`config.mk`:
```
export PLATFORM = sky130hd
export DESIGN_NAME = byte_vocabulary_tokenizer
export DESIGN_NICKNAME = d
export VERILOG_FILES = /design/src/rtl/bvt_pkg.sv /design/src/rtl/bvt_store.sv /design/src/rtl/byte_vocabulary_tokenizer.sv
export SDC_FILE = /design/constraint.sdc
export NUM_CORES = 2
export LEC_CHECK = 0
export BUFFER_PORTS_ARGS = -buffer_cell sky130_fd_sc_hd__clkbuf_2
export CAP_MARGIN = 40
export CORE_MARGIN = 2
export CORE_UTILIZATION = 32
export DETAILED_ROUTE_END_ITERATION = 6
export GPL_ROUTABILITY_DRIVEN = 0
export HOLD_SLACK_MARGIN = 0.08
export SETUP_SLACK_MARGIN = 0.02
export SYNTH_ARGS = -nofsm -noshare
export SYNTH_HDL_FRONTEND = slang
export SYNTH_HIERARCHICAL = 1
export SYNTH_SLANG_ARGS = --single-unit
```
`constraint.sdc`:
```
create_clock -name clk -period 5.96 [get_ports clk]
set_clock_uncertainty 0.2 [all_clocks]
set_input_delay 0.298 -clock clk [delete_from_list [all_inputs] [get_ports clk]]
set_output_delay 0.298 -clock clk [all_outputs]
set_load 0.05 [all_outputs]
```
`src/rtl/bvt_pkg.sv`:
```
`default_nettype none
// ----------------------------------------------------------------------------
// bvt_pkg
// Types and constants shared by the byte vocabulary tokenizer modules.
// ----------------------------------------------------------------------------
package bvt_pkg;

  localparam int unsigned VocabDepth = 256;
  localparam int unsigned IdW        = 8;
  localparam int unsigned CountW     = 9;
  localparam int unsigned WrittenW   = 16;

  localparam logic [WrittenW-1:0] LimitReset = 16'hFFFF;

  typedef enum logic [1:0] {
    CMD_CLEAR  = 2'd0,
    CMD_LEARN  = 2'd1,
    CMD_ENCODE = 2'd2,
    CMD_DECODE = 2'd3
  } cmd_t;

  typedef struct packed {
    logic [1:0]         command;
    logic [7:0]         byte_in;
    logic signed [31:0] token_in;
    logic               first_of_call;
  } req_t;

  typedef struct packed {
    logic                produced;
    logic [7:0]          value_out;
    logic [WrittenW-1:0] written_count;
    logic [CountW-1:0]   vocab_size;
  } rsp_t;

  typedef struct packed {
    logic           clear;
    logic           learn;
    logic [7:0]     byte_val;
    logic [IdW-1:0] id;
  } wr_t;

endpackage
`default_nettype wire

```
`src/rtl/bvt_store.sv`:
```
`default_nettype none
// ----------------------------------------------------------------------------
// bvt_store
// Vocabulary storage: byte-to-id and id-to-byte memories with registered
// reads, known flags per byte and the vocabulary count.
// ----------------------------------------------------------------------------
module bvt_store (
  input  wire logic                       clk,
  input  wire logic                       rst,
  input  wire logic                       rd_en,
  input  wire logic [7:0]                 rd_byte,
  input  wire logic [bvt_pkg::IdW-1:0]    rd_id,
  input  wire bvt_pkg::wr_t               wr,
  output logic [bvt_pkg::IdW-1:0]         id_data,
  output logic [7:0]                      byte_data,
  output logic                            known_hit,
  output logic [bvt_pkg::CountW-1:0]      vocab_count
);

  logic [bvt_pkg::IdW-1:0] byte_ids [bvt_pkg::VocabDepth];
  logic [7:0]              id_bytes [bvt_pkg::VocabDepth];
  logic [bvt_pkg::VocabDepth-1:0] known;
  logic [7:0]              byte_q;

  always_ff @(posedge clk) begin
    if (wr.learn) begin
      byte_ids[wr.byte_val] <= wr.id;
      id_bytes[wr.id]       <= wr.byte_val;
    end
    if (rd_en) begin
      id_data   <= byte_ids[rd_byte];
      byte_data <= id_bytes[rd_id];
      byte_q    <= rd_byte;
    end
  end

  always_ff @(posedge clk) begin
    if (rst || wr.clear) begin
      known       <= '0;
      vocab_count <= '0;
    end else if (wr.learn) begin
      known[wr.byte_val] <= 1'b1;
      vocab_count        <= vocab_count + bvt_pkg::CountW'(1);
    end
  end

  assign known_hit = known[byte_q];

endmodule
`default_nettype wire

```
`src/rtl/byte_vocabulary_tokenizer.sv`:
```
`default_nettype none
// ----------------------------------------------------------------------------
// byte_vocabulary_tokenizer
// Byte vocabulary with learn, encode, decode and clear commands.
// ----------------------------------------------------------------------------
// Usage:
//   req channel (req_valid / req_stall / req) carries one command beat:
//   clear, learn a byte, encode a byte or decode an id. rsp channel
//   (rsp_valid / rsp_stall / rsp) returns exactly one beat per command with
//   the produced flag, the value, the written count of the current call
//   and the vocabulary size.
//   cfg_we / cfg_data write the output limit; write only while idle.
// Timing:
//   An accepted beat reads both vocabulary memories at the accept edge;
//   once the response register is free, the command is resolved, written
//   back and loaded into the response register. req_stall follows busy,
//   so a new beat is taken only after the current one has committed.
// Reset:
//   rst clears the vocabulary, the written count and rsp_valid, and sets
//   the limit to 65535. No clearing pass is needed.
// Stall:
//   While rsp_stall holds a response, the next beat is still accepted and
//   waits in execution until the response register frees.
// ----------------------------------------------------------------------------
module byte_vocabulary_tokenizer (
  input  wire logic          clk,
  input  wire logic          rst,
  input  wire logic          req_valid,
  output logic               req_stall,
  input  wire bvt_pkg::req_t req,
  output logic               rsp_valid,
  input  wire logic          rsp_stall,
  output bvt_pkg::rsp_t      rsp,
  input  wire logic          cfg_we,
  input  wire logic [bvt_pkg::WrittenW-1:0] cfg_data
);

  logic                             busy;
  bvt_pkg::req_t                    item;
  logic [bvt_pkg::WrittenW-1:0]     emitted;
  logic [bvt_pkg::WrittenW-1:0]     limit;

  logic                             accept;
  logic                             commit;
  bvt_pkg::wr_t                     wr;
  logic [bvt_pkg::IdW-1:0]          id_data;
  logic [7:0]                       byte_data;
  logic                             known_hit;
  logic [bvt_pkg::CountW-1:0]       vocab_count;

  logic [bvt_pkg::WrittenW-1:0]     emit_base;
  logic [bvt_pkg::WrittenW-1:0]     emitted_next;
  logic [bvt_pkg::CountW-1:0]       vocab_next;
  logic                             produced;
  logic [7:0]                       value;
  logic                             id_ok;

  assign req_stall = busy;
  assign accept    = req_valid && !busy;
  assign commit    = busy && (!rsp_valid || !rsp_stall);

  bvt_store u_store (
    .clk         (clk),
    .rst         (rst),
    .rd_en       (accept),
    .rd_byte     (req.byte_in),
    .rd_id       (req.token_in[bvt_pkg::IdW-1:0]),
    .wr          (wr),
    .id_data     (id_data),
    .byte_data   (byte_data),
    .known_hit   (known_hit),
    .vocab_count (vocab_count)
  );

  assign id_ok = !item.token_in[31] && (item.token_in[30:bvt_pkg::CountW] == '0)
                 && (item.token_in[bvt_pkg::CountW-1:0] < vocab_count);

  always_comb begin
    emit_base    = item.first_of_call ? '0 : emitted;
    emitted_next = emit_base;
    vocab_next   = vocab_count;
    produced     = 1'b0;
    value        = '0;
    wr.clear     = 1'b0;
    wr.learn     = 1'b0;
    wr.byte_val  = item.byte_in;
    wr.id        = vocab_count[bvt_pkg::IdW-1:0];
    case (bvt_pkg::cmd_t'(item.command))
      bvt_pkg::CMD_CLEAR: begin
        wr.clear   = commit;
        vocab_next = '0;
      end
      bvt_pkg::CMD_LEARN: begin
        produced = 1'b1;
        if (known_hit) begin
          value = id_data;
        end else begin
          wr.learn   = commit;
          value      = vocab_count[bvt_pkg::IdW-1:0];
          vocab_next = vocab_count + bvt_pkg::CountW'(1);
        end
      end
      bvt_pkg::CMD_ENCODE: begin
        if (emit_base < limit && known_hit) begin
          produced = 1'b1;
          value    = id_data;
        end
      end
      bvt_pkg::CMD_DECODE: begin
        if (emit_base < limit && id_ok) begin
          produced = 1'b1;
          value    = byte_data;
        end
      end
      default: begin
        produced = 1'b0;
      end
    endcase
    if (produced && item.command != bvt_pkg::CMD_LEARN) begin
      emitted_next = emit_base + bvt_pkg::WrittenW'(1);
    end
  end

  always_ff @(posedge clk) begin
    if (rst) begin
      busy      <= 1'b0;
      emitted   <= '0;
      limit     <= bvt_pkg::LimitReset;
      rsp_valid <= 1'b0;
    end else begin
      if (cfg_we) begin
        limit <= cfg_data;
      end
      if (accept) begin
        busy <= 1'b1;
      end else if (commit) begin
        busy <= 1'b0;
      end
      if (commit) begin
        emitted   <= emitted_next;
        rsp_valid <= 1'b1;
      end else if (!rsp_stall) begin
        rsp_valid <= 1'b0;
      end
    end
  end

  always_ff @(posedge clk) begin
    if (accept) begin
      item <= req;
    end
    if (commit) begin
      rsp.produced      <= produced;
      rsp.value_out     <= value;
      rsp.written_count <= emitted_next;
      rsp.vocab_size    <= vocab_next;
    end
  end

`ifndef SYNTHESIS
  a_accept_busy: assert property (@(posedge clk) disable iff (rst)
    accept |=> busy)
    else $error("accepted beat did not enter execution");

  a_commit_rsp: assert property (@(posedge clk) disable iff (rst)
    commit |=> rsp_valid)
    else $error("committed beat gave no response");

  a_idle_value: assert property (@(posedge clk) disable iff (rst)
    rsp_valid && !rsp.produced |-> rsp.value_out == '0)
    else $error("value present without a produced item");

  a_vocab_bound: assert property (@(posedge clk) disable iff (rst)
    vocab_count <= bvt_pkg::CountW'(bvt_pkg::VocabDepth))
    else $error("vocabulary count beyond depth");
`endif

endmodule
`default_nettype wire

```
==> metrics.yaml <==
finish:
  mostFrequentLayoutCells: "edfxtp_1 (4197), nor2_1 (936), mux4_2 (925)"
  stdcell_count: 17500
  nets: 9963
  final_common_cell: "edfxtp_1"
  layout.filler_cells: 49000
  post-route-cell-area_sq_um: 205000
  area_overhead_vs_synth_pct: 16.8
  drive_above_1_share_pct: 25.8
cts:
  clock_insertion_delay_worst_skew_ps: 1050
  cts_inserted_buffers: 417
  clock-sinks: 4496
  cts_tree: "built"
  cts_buffer_depth: 4
  clkSlewWorstSetupHoldPaths_ps: 60
  cts.root.buffer_cell: "clkbuf_16"
  ctsHtreeMaxLevel: 5
drt:
  drcViolationCount: 1
  avgViaCountPerCell: 5.32
  route.final.wire_length_mm: 476
  drtIter0Drc: 12200
  drt-pass1-iter-count: 7
  num_vias: 92900
  wire_per_inst_um: 27.2
  route.antenna.remaining_nets: 0
grt:
  groute.layer.met2.usage_pct: 26.6
  grt_max_degree: 209
  grt_util_met1_pct: 23.1
  grt_pass1_wl_mm: 682
  grt-ovfl-total: 0
  initial_antenna_violation_count: 23
  grt_use_met3_pct: 3.12
  overall_global_routing_usage_pct: 16.7
  grt_pass1_vias: 92800
  gr-max-usage-layer: "met2"
synthesis:
  synth_edf_count: 4197
  ys_types: 79
  synth_seq_area_share_pct: 75.3
  synth-seq-cells: 4496
  netlist_instances: 8935
  post_synth_main_area_contributors: "edfxtp_1 (72%), mux4_2 (12%), dfxtp_1 (3.4%), mux2i_1 (3.1%), nor2_1 (2.2%)"
  synth.cell_area_sq_um: 175000
  yosys.area.top_type_share_pct: 71.9
  synth_ff_type: "edfxtp_1"
  async_flop_share_pct: 0
  mean_area_per_synthesized_cell_sq_um: 19.6
  yosys.area.top_type: "edfxtp_1"
  yosysWarningCount: 6
  synth_nets: 9024
die:
  initial_core_util_pct: 32.1
  die_area_sq_um: 554000
  die_w_um: 744
  fp.coreArea_sq_um: 545000
  ioPinCount: 100
  die_h_um: 744
  std_cell_rows: 271
worst_setup_path:
  r2r-end: "u_store/id_bytes[8][3]"
  critical_path.slowest_cell: "nor2_1"
  worst_path_largest_cell_delay_ps: 540
  crit_family: "simple AND/OR/NAND/NOR gates"
  rr_worst_depth: 18
  critical_path_buf_inv_count: 8
  critical_path_required_time_ps: 6390
  critical_path.most_common_cell: "buf_12"
  reg2reg_setup_slack_ps: 320
  r2r_start: "u_store/byte_q[0]"
  critical_path_arrival_ps: 6070
  cp-start-kind: "register"
  worstSetupEndpointType: "register"
  worst-path-max-fanout: 16
  cp_cell_sequence: "buf_12 > buf_12 > buf_12 > mux4_2 > a22o_1 > nor4_2 > buf_4 > o31ai_1 > a21oi_1 > buf_4 > a22oi_1 > nor3_2 > buf_4 > inv_1 > nor2_2 > nand2_1 > buf_12 > nor2_1"
  critical_setup_path_class: "reg -> reg"
  setup.worst_path.start: "u_store/byte_q[0]"
power_and_ir_drop:
  static-leakage-power_nw: 60.6
  ir_worst_vdd_mv: 0.282
  power_density_nw_per_um2: 316
sta:
  max_slew.worst_pin.slew_ps: 1430
  final_hold_violating_endpoints: 0
  final_min_period_over_clock_period_pct: 94.7
  slew_headroom_pct: 4.62
  layout_setup_ws_ps: 315
  setup_total_negative_slack_ps: 0
  final_setup_violation_count: 0
  grt_setup_unrepaired: "false"
  max_freq_mhz: 177
  drv_slew: 0
  period_needed_ps: 5640
run:
  max_cap_violations: 0
placement:
  place_area_sq_um: 189000
  place.detailed.hpwl_mm: 296
  numPortBuffers: 99
  place_ws_ps: -315
  place_inst: 16500
status:
  violations: "design-rule violations"
  outcome: "finished with violations"
hold_path:
  hold_start: "req[3]"
  worst_hold_path_cells: 2
  hold_path_end: "item[3]"
  hold_path.class: "in -> reg"
==> stage by stage <==
stage / utilization (%) / hold slack [ps] / power, mW
final: 37.6 / 198 / 64.7
after global routing: 37.5 / 158 / 66.4
after CTS: 37.5 / 102 / 65.1
after detailed placement: 34.7 / 254 / 37.9
after global placement: 34.5 / 242 / 37.8
after floorplan: - / 197 / 36.8
==> state kept, by name, indices dropped and copies added (netlist names), 9 cells and up <==
name / cells
u_store/vocab_count: 9
emitted: 16
u_store/known: 256
u_store/id_bytes: 2048
rsp: 34
limit: 16
u_store/byte_ids: 2048
item: 43
==> Yosys cell counts, types with 6 or more instances <==
cell and n:
mux2_2 34, and3_1 7, o21a_1 31, edfxtp_1 4197
a22oi_1 35, nand2_1 180, buf_2 111, ha_1 25
a22o_1 35, nor3_1 70, buf_6 63, a31oi_1 9
inv_1 37, o22a_1 6, buf_8 28, a221oi_1 25
buf_1 30, nor2_1 1014, o221ai_1 214, o31ai_1 19
nor4_1 49, or3_1 16, mux4_2 925, and2_1 18
nand4_1 30, or2_2 11, nand3_1 59, o311ai_1 7
o21ai_0 49, xnor2_1 14, o211ai_1 20, nor2b_1 45
nor4b_1 8, mux4_1 7, clkbuf_1 239, dfxtp_1 299
a221o_1 9, nand2b_1 20, buf_12 18, o22ai_1 128
a211oi_1 49, o311ai_0 21, mux2i_1 539, a21oi_1 82
buf_4 32
==> what timing repair did <==
action,4_1_cts,5_1_grt
hold endpoints to repair,196,0
hold buffers,143,0
cloned,0,0
endpoints found under the setup margin,1275,296
setup buffers,0,1
pin swaps,0,1
resized for setup,46,32
==> report_power, final <==
group          leakage (nW)  internal, mW  switching, mW  total, mW
Sequential             36.1          34.3         0.0508       34.4
Combinational          17.7         0.996           1.89       2.88
Clock                  6.84          15.5           11.9       27.4
==> per-layer routing <==
| layer | share of wire (%) | up-vias |
|---|---|---|
| li1 | - | 38500 |
| met1 | 41 | 49100 |
| met2 | 47 | 4525 |
| met3 | 8.9 | 774 |
| met4 | 3.5 | 10 |
| met5 | 0.012 | - |
==> final cells by class <==
cell class | count | area [sq um] | share of cell area (%)
inverter | 40 | 158 | 0.0770
sequential | 4496 | 132000 | 64.5
multi-input combinational | 3878 | 40100 | 19.6
tap | 7234 | 9050 | 4.42
clock inverter | 264 | 2740 | 1.34
antenna | 7 | 17.5 | 0.00856
timing repair buffer | 1041 | 9320 | 4.55
clock buffer | 518 | 11300 | 5.51
==> logic make-up (layout without fill, tap and decap cells) <==
| group | count (synthesis) | in the layout | share of synthesized area, % |
|---|---|---|---|
| xor+xnor | 18 | 18 | 0.0900 |
| simple gates | 1558 | 1558 | 3.84 |
| flops | 4496 | 4496 | 75.3 |
| mux | 1505 | 1505 | 15.3 |
| compound gates | 771 | 771 | 3.29 |
| fa+ha+maj | 26 | 26 | 0.185 |
| buf+inv | 561 | 1863 | 1.97 |
| other cells | 0 | 7 | 0 |
==> worst max path at each step <==
stage / slack (ps) / endpoint / cells past startpoint
2_1_floorplan: 310 / u_store/id_bytes[53][0] / 5
4_1_cts: -40 / u_store/id_bytes[72][6] / 17
5_1_grt: 170 / u_store/byte_ids[193][3] / 20
3_3_place_gp: -360 / u_store/id_bytes[40][5] / 17
3_5_place_dp: -320 / u_store/id_bytes[200][7] / 17
6_report: 320 / u_store/id_bytes[8][3] / 18
==> worst reg2reg max path: stages (launching register included) <==
cell and delay [ps]:
edfxtp_1 400, buf_12 200, buf_12 260, buf_12 220
mux4_2 540, a22o_1 250, nor4_2 400, buf_4 210
o31ai_1 70, a21oi_1 320, buf_4 180, a22oi_1 180
nor3_2 210, buf_4 170, inv_1 120, nor2_2 290
nand2_1 240, buf_12 260, nor2_1 550
No activity file was read; power rests on OpenSTA's default activity.
